## config.mk

```make
export PLATFORM = sky130hd
export DESIGN_NAME = omt_cell
export DESIGN_NICKNAME = d
export VERILOG_FILES = /design/src/sv/omt_pkg.sv /design/src/sv/omt_cell.sv
export SDC_FILE = /design/constraint.sdc
export NUM_CORES = 1
export LEC_CHECK = 0
export BUFFER_PORTS_ARGS = -buffer_cell sky130_fd_sc_hd__buf_2
export CORE_AREA = 2 2 136 138
export CTS_BUF_LIST = sky130_fd_sc_hd__clkbuf_4 sky130_fd_sc_hd__clkbuf_8
export DETAILED_ROUTE_END_ITERATION = 10
export DIE_AREA = 0 0 138 140
export PLACE_DENSITY = 0.61
export REMOVE_ABC_BUFFERS = 1
export SLEW_MARGIN = 20
export SYNTH_ARGS = -nofsm -noshare
export SYNTH_HDL_FRONTEND = slang
export SYNTH_SLANG_ARGS = --single-unit
```

## constraint.sdc

```tcl
create_clock -name clk -period 3.1 [get_ports clk]
set_clock_uncertainty 0.1 [all_clocks]
set_input_delay 0.31 -clock clk [delete_from_list [all_inputs] [get_ports clk]]
set_output_delay 0.31 -clock clk [all_outputs]
set_load 0.01 [all_outputs]
```

## src/sv/omt_pkg.sv

```systemverilog
package omt_pkg;

	// Default table size and the number of cells that share one level of the
	// first-match search.
	localparam int unsigned TABLE_ENTRIES_DEF = 64;
	localparam int unsigned GROUP_CELLS       = 32;

	localparam int unsigned TYPE_W = 8;
	localparam int unsigned SRC_W  = 16;
	localparam int unsigned TASK_W = 32;
	localparam int unsigned LEN_W  = 16;
	localparam int unsigned CNT_W  = 16;

	localparam logic OP_RECORD = 1'b0;
	localparam logic OP_QUERY  = 1'b1;

	typedef struct packed {
		logic [LEN_W-1:0]  elen;
		logic [TASK_W-1:0] etask;
		logic [SRC_W-1:0]  esrc;
		logic [TYPE_W-1:0] etype;
	} key_t;

	typedef struct packed {
		logic             op;
		key_t             key;
	} req_t;

	typedef struct packed {
		logic             valid;
		key_t             key;
		logic [CNT_W-1:0] cnt;
	} slot_t;

	// Update commands for one cell, applied at the end of a request.
	typedef struct packed {
		logic ins;
		logic del;
		logic inc;
	} cell_cmd_t;

endpackage

```

## src/sv/omt_cell.sv

```systemverilog
module omt_cell (
	input  logic              clk,
	input  logic              arst_n,
	input  omt_pkg::req_t     req,
	input  omt_pkg::cell_cmd_t cmd,
	input  omt_pkg::slot_t    prev_slot,
	input  omt_pkg::slot_t    next_slot,
	output omt_pkg::slot_t    slot,
	output logic              hit_q
);

	localparam int unsigned CNT_W = omt_pkg::CNT_W;

	logic                      valid_q;
	omt_pkg::key_t             key_q;
	logic [omt_pkg::CNT_W-1:0] cnt_q;
	logic                      key_eq;
	logic                      cnt_ok;

	assign slot.valid = valid_q;
	assign slot.key   = key_q;
	assign slot.cnt   = cnt_q;

	// A query wants a complete entry, a record wants one still filling up.
	assign key_eq = valid_q && (key_q == req.key);
	assign cnt_ok = (req.op == omt_pkg::OP_QUERY) ? (cnt_q == key_q.elen)
	                                              : (cnt_q < key_q.elen);

	always_ff @(posedge clk or negedge arst_n) begin
		if (!arst_n) begin
			valid_q <= 1'b0;
			hit_q   <= 1'b0;
		end else begin
			hit_q <= key_eq && cnt_ok;
			if (cmd.ins) begin
				valid_q <= prev_slot.valid;
			end else if (cmd.del) begin
				valid_q <= next_slot.valid;
			end
		end
	end

	always_ff @(posedge clk) begin
		if (cmd.ins) begin
			key_q <= prev_slot.key;
			cnt_q <= prev_slot.cnt;
		end else if (cmd.del) begin
			key_q <= next_slot.key;
			cnt_q <= next_slot.cnt;
		end else if (cmd.inc) begin
			cnt_q <= cnt_q + CNT_W'(1);
		end
	end

endmodule

```

==> results of run 1 <==
[cell families (layout without fill, tap and decap cells)]
family | after synthesis | after routing | synth area share [%]
buffers and inverters | 55 | 406 | 3.89
muxes | 78 | 78 | 16.2
xor gates and xnor gates | 60 | 60 | 9.74
adders and majority gates | 17 | 17 | 3.94
and+or+nand+nor | 86 | 86 | 8.76
DFF | 90 | 90 | 49.9
AOI/OAI and AO/OA | 67 | 67 | 7.58
[metal layers]
layer / up-vias / track usage (%) / part of all wire (%)
met5: - / 0 / 0.073
met4: 2 / 4.78 / 1.5
met3: 19 / 5.06 / 6.6
met2: 184 / 33.1 / 52
met1: 2165 / 21.1 / 40
li1: 2364 / - / -
[cell usage in the layout, fill, tap and decap left out, types with 11 or more instances in the layout]
cell type and n:
nand4_1 14, xor2_1 37, ha_1 17, nand2_1 20, nor2_1 13, mux2_2 75, a21oi_1 19, xnor2_1 23
o21ai_0 12, inv_1 36, buf_2 344, o22ai_1 11, edfxtp_1 88
[power breakdown]
group | internal (µW) | switching [µW]
registers | 1500 | 118
logic | 424 | 420
clock network | 308 | 493
total | 2230 | 1030
[synth_stat cells, drive strengths merged]
master / count
edfxtp: 88
mux2: 75
inv: 40
xor2: 37
xnor2: 23
nand2: 20
a21oi: 19
ha: 17
o21ai: 17
nand4: 16
nor2: 13
o22ai: 11
clkbuf: 10
nor4: 8
a22oi: 6
nand3: 6
nor3: 6
buf: 5
a221oi: 4
nand2b: 4
or3: 4
a21o: 3
mux2i: 3
nor2b: 3
and3: 2
dfrtp: 2
o2bb2ai: 2
a211oi: 1
nor3b: 1
nor4b: 1
o2111ai: 1
o211ai: 1
o221ai: 1
o31ai: 1
or2: 1
or4: 1
[critical path: cells and delay by family (launching register included)]
family	cells	cell delay [ps]
and+or+nand+nor	5	1270
DFF	1	520
adders and majority gates	1	370
AOI/OAI and AO/OA	1	310
[metrics by stage]
step	area, µm²	power [µW]	cells	hold WS [ps]
final	7590	3260	1033	39.5
after floorplan	5340	2040	438	-85.6
after CTS	7590	3300	1033	19.8
after global routing	7590	3430	1033	48.9
after detailed placement	7400	2500	1016	13.2
after global placement	7400	2490	1016	14.8
[worst max path at each step]
| stage | endpoint | slack (ps) | cells after the start |
|---|---|---|---|
| detailed placement | hit_q | 490 | 7 |
| finish | hit_q | 440 | 7 |
| CTS | hit_q | 450 | 7 |
| global placement | hit_q | 600 | 7 |
| global route | hit_q | 270 | 7 |
| floorplan | hit_q | 700 | 7 |
[flip-flops by register name, indices dropped and copies added (netlist names)]
signal   count
cnt_q       16
hit_q        1
slot        72
valid_q      1
[layout make-up]
type	instances	area share, %
clock buffers	9	1.63
clock inverters	7	0.775
inverters	40	1.99
multi-input cells	308	32.9
flip-flops and latches	90	35.5
well taps	229	3.78
repair buffers	350	23.5
==> results.toml, run 1 <==
[worst_setup_path]
crit_path_end_kind = "flop"
slowest_stage = "or4_1"
worstPathMaxFanout = 6
crit_required_ps = 3290
r2r_start = "cnt_q[11]"
worstPathArrival_ps = 2850
r2r_cells = 7
crit_path_max_incr_delay_ps = 550
r2r_setup_slack_ps = 440
cp_cell_sequence = "ha_1, nand4_1, or2_1, o31ai_1, nand4_1, or4_1, nor4_2"
cp-startpoint = "cnt_q[11]"
worstSetupPathType = "reg2reg"
worstSetupStartpointType = "flop"
path_common_cell = "nand4_1"
r2r_end = "hit_q"

[yosys]
synth.largest_area_cell = "edfxtp_1"
synthCells = 453
seq_area_frac_synth_pct = 49.9
ys.warnings.count = 0
ys_seq_elements = 90
synth_top_area_share_pct = 49.0
synth.distinct_cells = 42
synth_area_leaders = "edfxtp_1, mux2_2, xor2_1"
syn-cell-area_um2 = 5400
synth_area_per_cell_um2 = 11.9

[place]
pre_cts_ws_ps = 494
gp_congestion = 0.809
dp_hpwl_um = 14800
portBuffers = 345

[die]
die_w_um = 138
coreArea_um2 = 17800
die_h_um = 140
io_pins = 346
die-area_um2 = 19300
start_util_pct = 30.4
rows = 49

[drt]
wl_per_cell_um = 17.3
via_per_inst = 4.58
dr.pass1.iters = 4
drc = 0
vias = 4734
wirelength_um = 17900
drt_iter0_drc = 148
ant_nets = 0

[final_layout]
syn2layout_area_growth_pct = 40.6
register_area_um2 = 2690
final_nets = 1072
drive_gt1_share_pct = 55.6
fill_cells = 1782
diodes = 0
utilization_pct = 42.7
multiInputGateArea_um2 = 2490

[power]
power.density_nw_per_um2 = 429
power_leakage_uw = 0.00350
irDropWorstVdd_uv = 228

[sta]
worst_pin_slew_ps = 791
hold_viol_final = 0
setup_viol = 0
rsz0062_at_grt = "false"
maxSlewViolCount = 0
fin_crit_sh_pct = 85.8
max_freq_mhz = 376
fin_ws_ps = 439
period_needed_ps = 2660
max-slew-margin-rel_pct = 47.3
tns_ps = 0

[clock_network]
cts.path.max_buffers = 2
cts.htree.levels = 3
cts.sinks = 90
post-cts-setup-buffers = 0
clkTransAtPathRegs_ps = 100
cts_root_buffer = "clkbuf_8"
cts-buffers-inserted = 9
clkLatencyLatePin_ps = 390
postCtsHoldBufs = 1
cts_resized = 0
cts_tree = "built"

[min_path]
hold_end = "valid_q"
min_path_cells = 3
min_from = "prev_slot[88]"
min_path_type = "in2reg"

[run]
drv_cap = 0

[outcome]
outcome = "finished clean"

[grt]
grt_use_total_pct = 18.2
grt.overflow.total = 0
grt_max_degree = 68
grt_pass1_wl_um = 26900
grt_pass1_vias = 4864
antenna_found_initial = 1
Power figures use the tool's default switching activity.
==> inputs of run 2 (changes only) <==
CORE_AREA = 2 2 134 136   (was 2 2 136 138)
DIE_AREA = 0 0 136 138   (was 0 0 138 140)
PLACE_DENSITY = 0.64   (was 0.61)
clock period = 2.2 ns   (was 3.1 ns; I/O delays follow)
==> results.toml, run 2 (synthesis results as in run 1) <==
[power]
power.density_nw_per_um2 = 602
irDropWorstVdd_uv = 328
power_leakage_uw = 0.00374

[sta]
hold_viol_final = 0
fin_crit_sh_pct = 103
maxSlewViolCount = 0
max-slew-margin-rel_pct = 49.9
period_needed_ps = 2260
max_freq_mhz = 442
fin_ws_ps = -61.5
setup_viol = 1
worst_pin_slew_ps = 752
hold_slack_ps = 45.0
rsz0062_at_grt = "true"

[clock_network]
cts_tree = "built"
cts.path.max_buffers = 2
clkTransAtPathRegs_ps = 100
cts.sinks = 90
clkLatencyLatePin_ps = 370
cts_root_buffer = "clkbuf_8"
cts.htree.levels = 3
cts-buffers-inserted = 9

[drt]
ant_nets = 0
dr.pass1.iters = 4
drt_iter0_drc = 229
via_per_inst = 4.60
wl_per_cell_um = 16.9
drc = 0
wirelength_um = 18200
vias = 4964

[grt]
grt_max_degree = 71
grt_pass1_vias = 5094
grt_use_total_pct = 19.3
antenna_found_initial = 0
grt.overflow.total = 0
grt_pass1_wl_um = 27300

[final_layout]
final_nets = 1118
fill_cells = 1721
largest_register_ffs = 72
syn2layout_area_growth_pct = 49.0
final_cell_mix = "buf_2, edfxtp_1, mux2_2"
finalNonFillerCells = 1079
design_area_um2 = 8040
drive_gt1_share_pct = 59.1
diodes = 0
mostFrequentLayoutCell = "buf_2"

[worst_setup_path]
worstPathArrival_ps = 2430
r2r_cells = 7
worstSetupPathType = "reg2reg"
crit_path_end_kind = "flop"
worstSetupStartpointType = "flop"
crit_required_ps = 2370
worstPathMaxFanout = 2

[die]
die_w_um = 136
rows = 49
start_util_pct = 30.8
coreArea_um2 = 17500
io_pins = 346
die_h_um = 138
die-area_um2 = 18800

[place]
gp_congestion = 0.810
dp_hpwl_um = 15100
portBuffers = 345
place_inst = 1059
placed_area_um2 = 7720

[min_path]
min_path_cells = 3
min_path_type = "in2reg"

[run]
drv_cap = 0

[outcome]
violations = "setup timing"
outcome = "finished, violations left"
## run 2: area by class of cell
class                   instances  area [µm²]  share of cell area, %
repair buffers                396        2130                   26.5
inverters                      40         151                   1.88
multi-input cells             308        2570                   32.0
clock buffers                  12         159                   1.98
flip-flops and latches         90        2690                   33.5
well taps                     229         287                   3.56
clock inverters                 4        51.3                  0.638
## run 2: metal layers
layer,part of all wire [%],track usage (%),vias up,wire [µm]
li1,-,-,2463,-
met4,1.5,5.70,0,277
met3,6.4,4.22,21,1170
met5,0,0,-,0
met2,51,33.8,188,9270
met1,41,23.6,2292,7530
## run 2: path summary, 6_finish.rpt
| check | startpoint | end | slack, ps |
|---|---|---|---|
| max | cnt_q[14] | hit_q | -60 |
| min | next_slot[88] | valid_q | 50 |
| max reg2reg | cnt_q[14] | hit_q | -60 |
| min reg2reg | valid_q | valid_q | 540 |
| max in group asynchronous | arst_n | hit_q | 1800 |
| min in group asynchronous | arst_n | valid_q | 80 |
## run 2: critical path: stages (launching register included)
cell and delay [ps]:
edfxtp_1 440, ha_4 290, nand4_1 120, or2_4 270, o31ai_4 200, nand4_1 110
or4_4 490, nor4_2 140
## run 2: where the power goes
part / switching, µW / total [µW] / internal, µW
Clock: 619 / 1220 / 601
Combinational: 674 / 1390 / 716
Sequential: 125 / 2230 / 2110
Total: 1420 / 4840 / 3420
## run 2: repair_timing
item / 4_1_cts / 5_1_grt
endpoints found under the hold margin: 3 / 0
setup buffers: 2 / 0
gates resized for setup: 2 / 9
setup endpoints to repair: 1 / 3
pin swaps: 8 / 2
hold buffers: 2 / 0
## run 2: per-stage QoR
step	setup WS [ps]	setup TNS, ps	utilization (%)	power (µW)
floorplan	-203	-1100	-	2870
global placement	-252	-252	44.0	3630
detailed placement	-386	-386	44.0	3640
CTS	-127	-127	45.5	4880
global route	-195	-195	45.9	5100
finish	-61.5	-61.5	45.9	4840
==> inputs of run 3 (changes only) <==
CORE_AREA = 3 3 131 133   (was 2 2 134 136)
DIE_AREA = 0 0 134 136   (was 0 0 136 138)
MAX_ROUTING_LAYER = met4   (was unset)
PLACE_DENSITY = 0.68   (was 0.64)
==> results.toml, run 3 (synthesis results as in run 1) <==
[worst_setup_path]
crit_required_ps = 2370
cp_cell_sequence = "ha_1, nand4_1, or2_1, o31ai_2, nand4_1, or4_4, nor4_4"
worstPathArrival_ps = 2430
r2r_setup_slack_ps = -50
path_common_cell = "nand4_1"
worstPathMaxFanout = 2
crit_path_end_kind = "flop"
worstSetupStartpointType = "flop"
cp-startpoint = "cnt_q[9]"
crit_path_max_incr_delay_ps = 510
r2r_start = "cnt_q[9]"
worstSetupPathType = "reg2reg"
slowest_stage = "or4_4"

[drt]
dr.pass1.iters = 6
drc = 0
via_per_inst = 4.65
wirelength_um = 18500
vias = 4957
wl_per_cell_um = 17.4
ant_nets = 0
drt_iter0_drc = 189

[clock_network]
cts-buffers-inserted = 9
clkLatencyLatePin_ps = 360
cts_root_buffer = "clkbuf_8"
cts.htree.levels = 3
cts.sinks = 90
cts.path.max_buffers = 2
clkTransAtPathRegs_ps = 90
cts_tree = "built"

[power]
totalPowerFinal_uw = 4690
irDropWorstVdd_uv = 325
power_leakage_uw = 0.00374
power.density_nw_per_um2 = 589

[sta]
fin_crit_sh_pct = 102
hold_viol_final = 0
max_freq_mhz = 444
period_needed_ps = 2250
fin_ws_ps = -53.8
tns_ps = -53.8
worst_pin_slew_ps = 734
max-slew-margin-rel_pct = 51.1
setup_viol = 1
rsz0062_at_grt = "true"
maxSlewViolCount = 0

[grt]
grt.overflow.total = 0
grt_pass1_vias = 5107
grt_max_degree = 73
antenna_found_initial = 1
grt_pass1_wl_um = 27400
grt_use_total_pct = 20.3

[die]
die-area_um2 = 18200
die_h_um = 136
io_pins = 346
rows = 46
die_w_um = 134
start_util_pct = 33.9
coreArea_um2 = 15900

[place]
dp_hpwl_um = 15500
placed_area_um2 = 7710
portBuffers = 345
place_inst = 1045
gp_congestion = 0.810

[min_path]
min_path_type = "in2reg"
min_from = "prev_slot[1]"

[outcome]
violations = "setup timing"
outcome = "finished, violations left"

[final_layout]
final_cell_mix = "buf_2, edfxtp_1, mux2_2"
largest_register_ffs = 72
design_area_um2 = 7960
finalNonFillerCells = 1067
drive_gt1_share_pct = 58.4
syn2layout_area_growth_pct = 47.5
final_nets = 1118
fill_cells = 1495
mostFrequentLayoutCell = "buf_2"

[run]
drv_cap = 0
[run 3: worst paths after layout]
path	end	depth (start not counted)
worst min-delay path	cnt_q[1]	3
min in group asynchronous	valid_q	2
worst max-delay path	hit_q	7
worst max register to register	hit_q	7
max in group asynchronous	hit_q	2
worst min register to register	valid_q	2
[run 3: where the power goes]
part	total (µW)	switching [µW]	internal [µW]	leakage (µW)
Sequential	2230	122	2110	0.000928
Combinational	1380	669	711	0.00271
Clock	1080	588	494	0.000100
[run 3: cell type report]
type	instances	area, µm²	area share, %
flip-flops and latches	90	2690	33.8
diodes	1	2.50	0.0314
clock inverters	3	15.0	0.189
multi-input cells	308	2520	31.7
well taps	216	270	3.40
clock buffers	13	166	2.09
inverters	40	151	1.90
repair buffers	396	2140	26.9
[run 3: what timing repair did]
item	4_1_cts	5_1_grt
endpoints found under the hold margin	3	0
resized for setup	1	4
hold buffers	2	0
pin swaps	8	1
setup buffers	3	0
setup endpoints to repair	1	3
cloned	0	0
[run 3: metal layers]
layer | vias up | track usage (%) | part of all wire, %
met5 | - | - | 0
met4 | 0 | 6.00 | 1.5
met3 | 27 | 3.66 | 6.2
met2 | 194 | 34.3 | 51
met1 | 2280 | 25.1 | 41
li1 | 2456 | - | -
[run 3: per-stage QoR]
stage | hold WS (ps) | utilization (%) | setup WS [ps]
after floorplan | -176 | - | -203
after global placement | -82.8 | 48.4 | -203
after detailed placement | -84.9 | 48.4 | -357
after CTS | 12.3 | 49.8 | -110
after global routing | 36.7 | 49.9 | -209
final | 46.7 | 49.9 | -53.8
[run 3: worst max-delay path, delay by kind of cell (launching register included)]
| kind | cells | cell delay (ps) |
|---|---|---|
| DFF | 1 | 410 |
| and+or+nand+nor | 5 | 1110 |
| adders and majority gates | 1 | 320 |
| AOI/OAI and AO/OA | 1 | 230 |
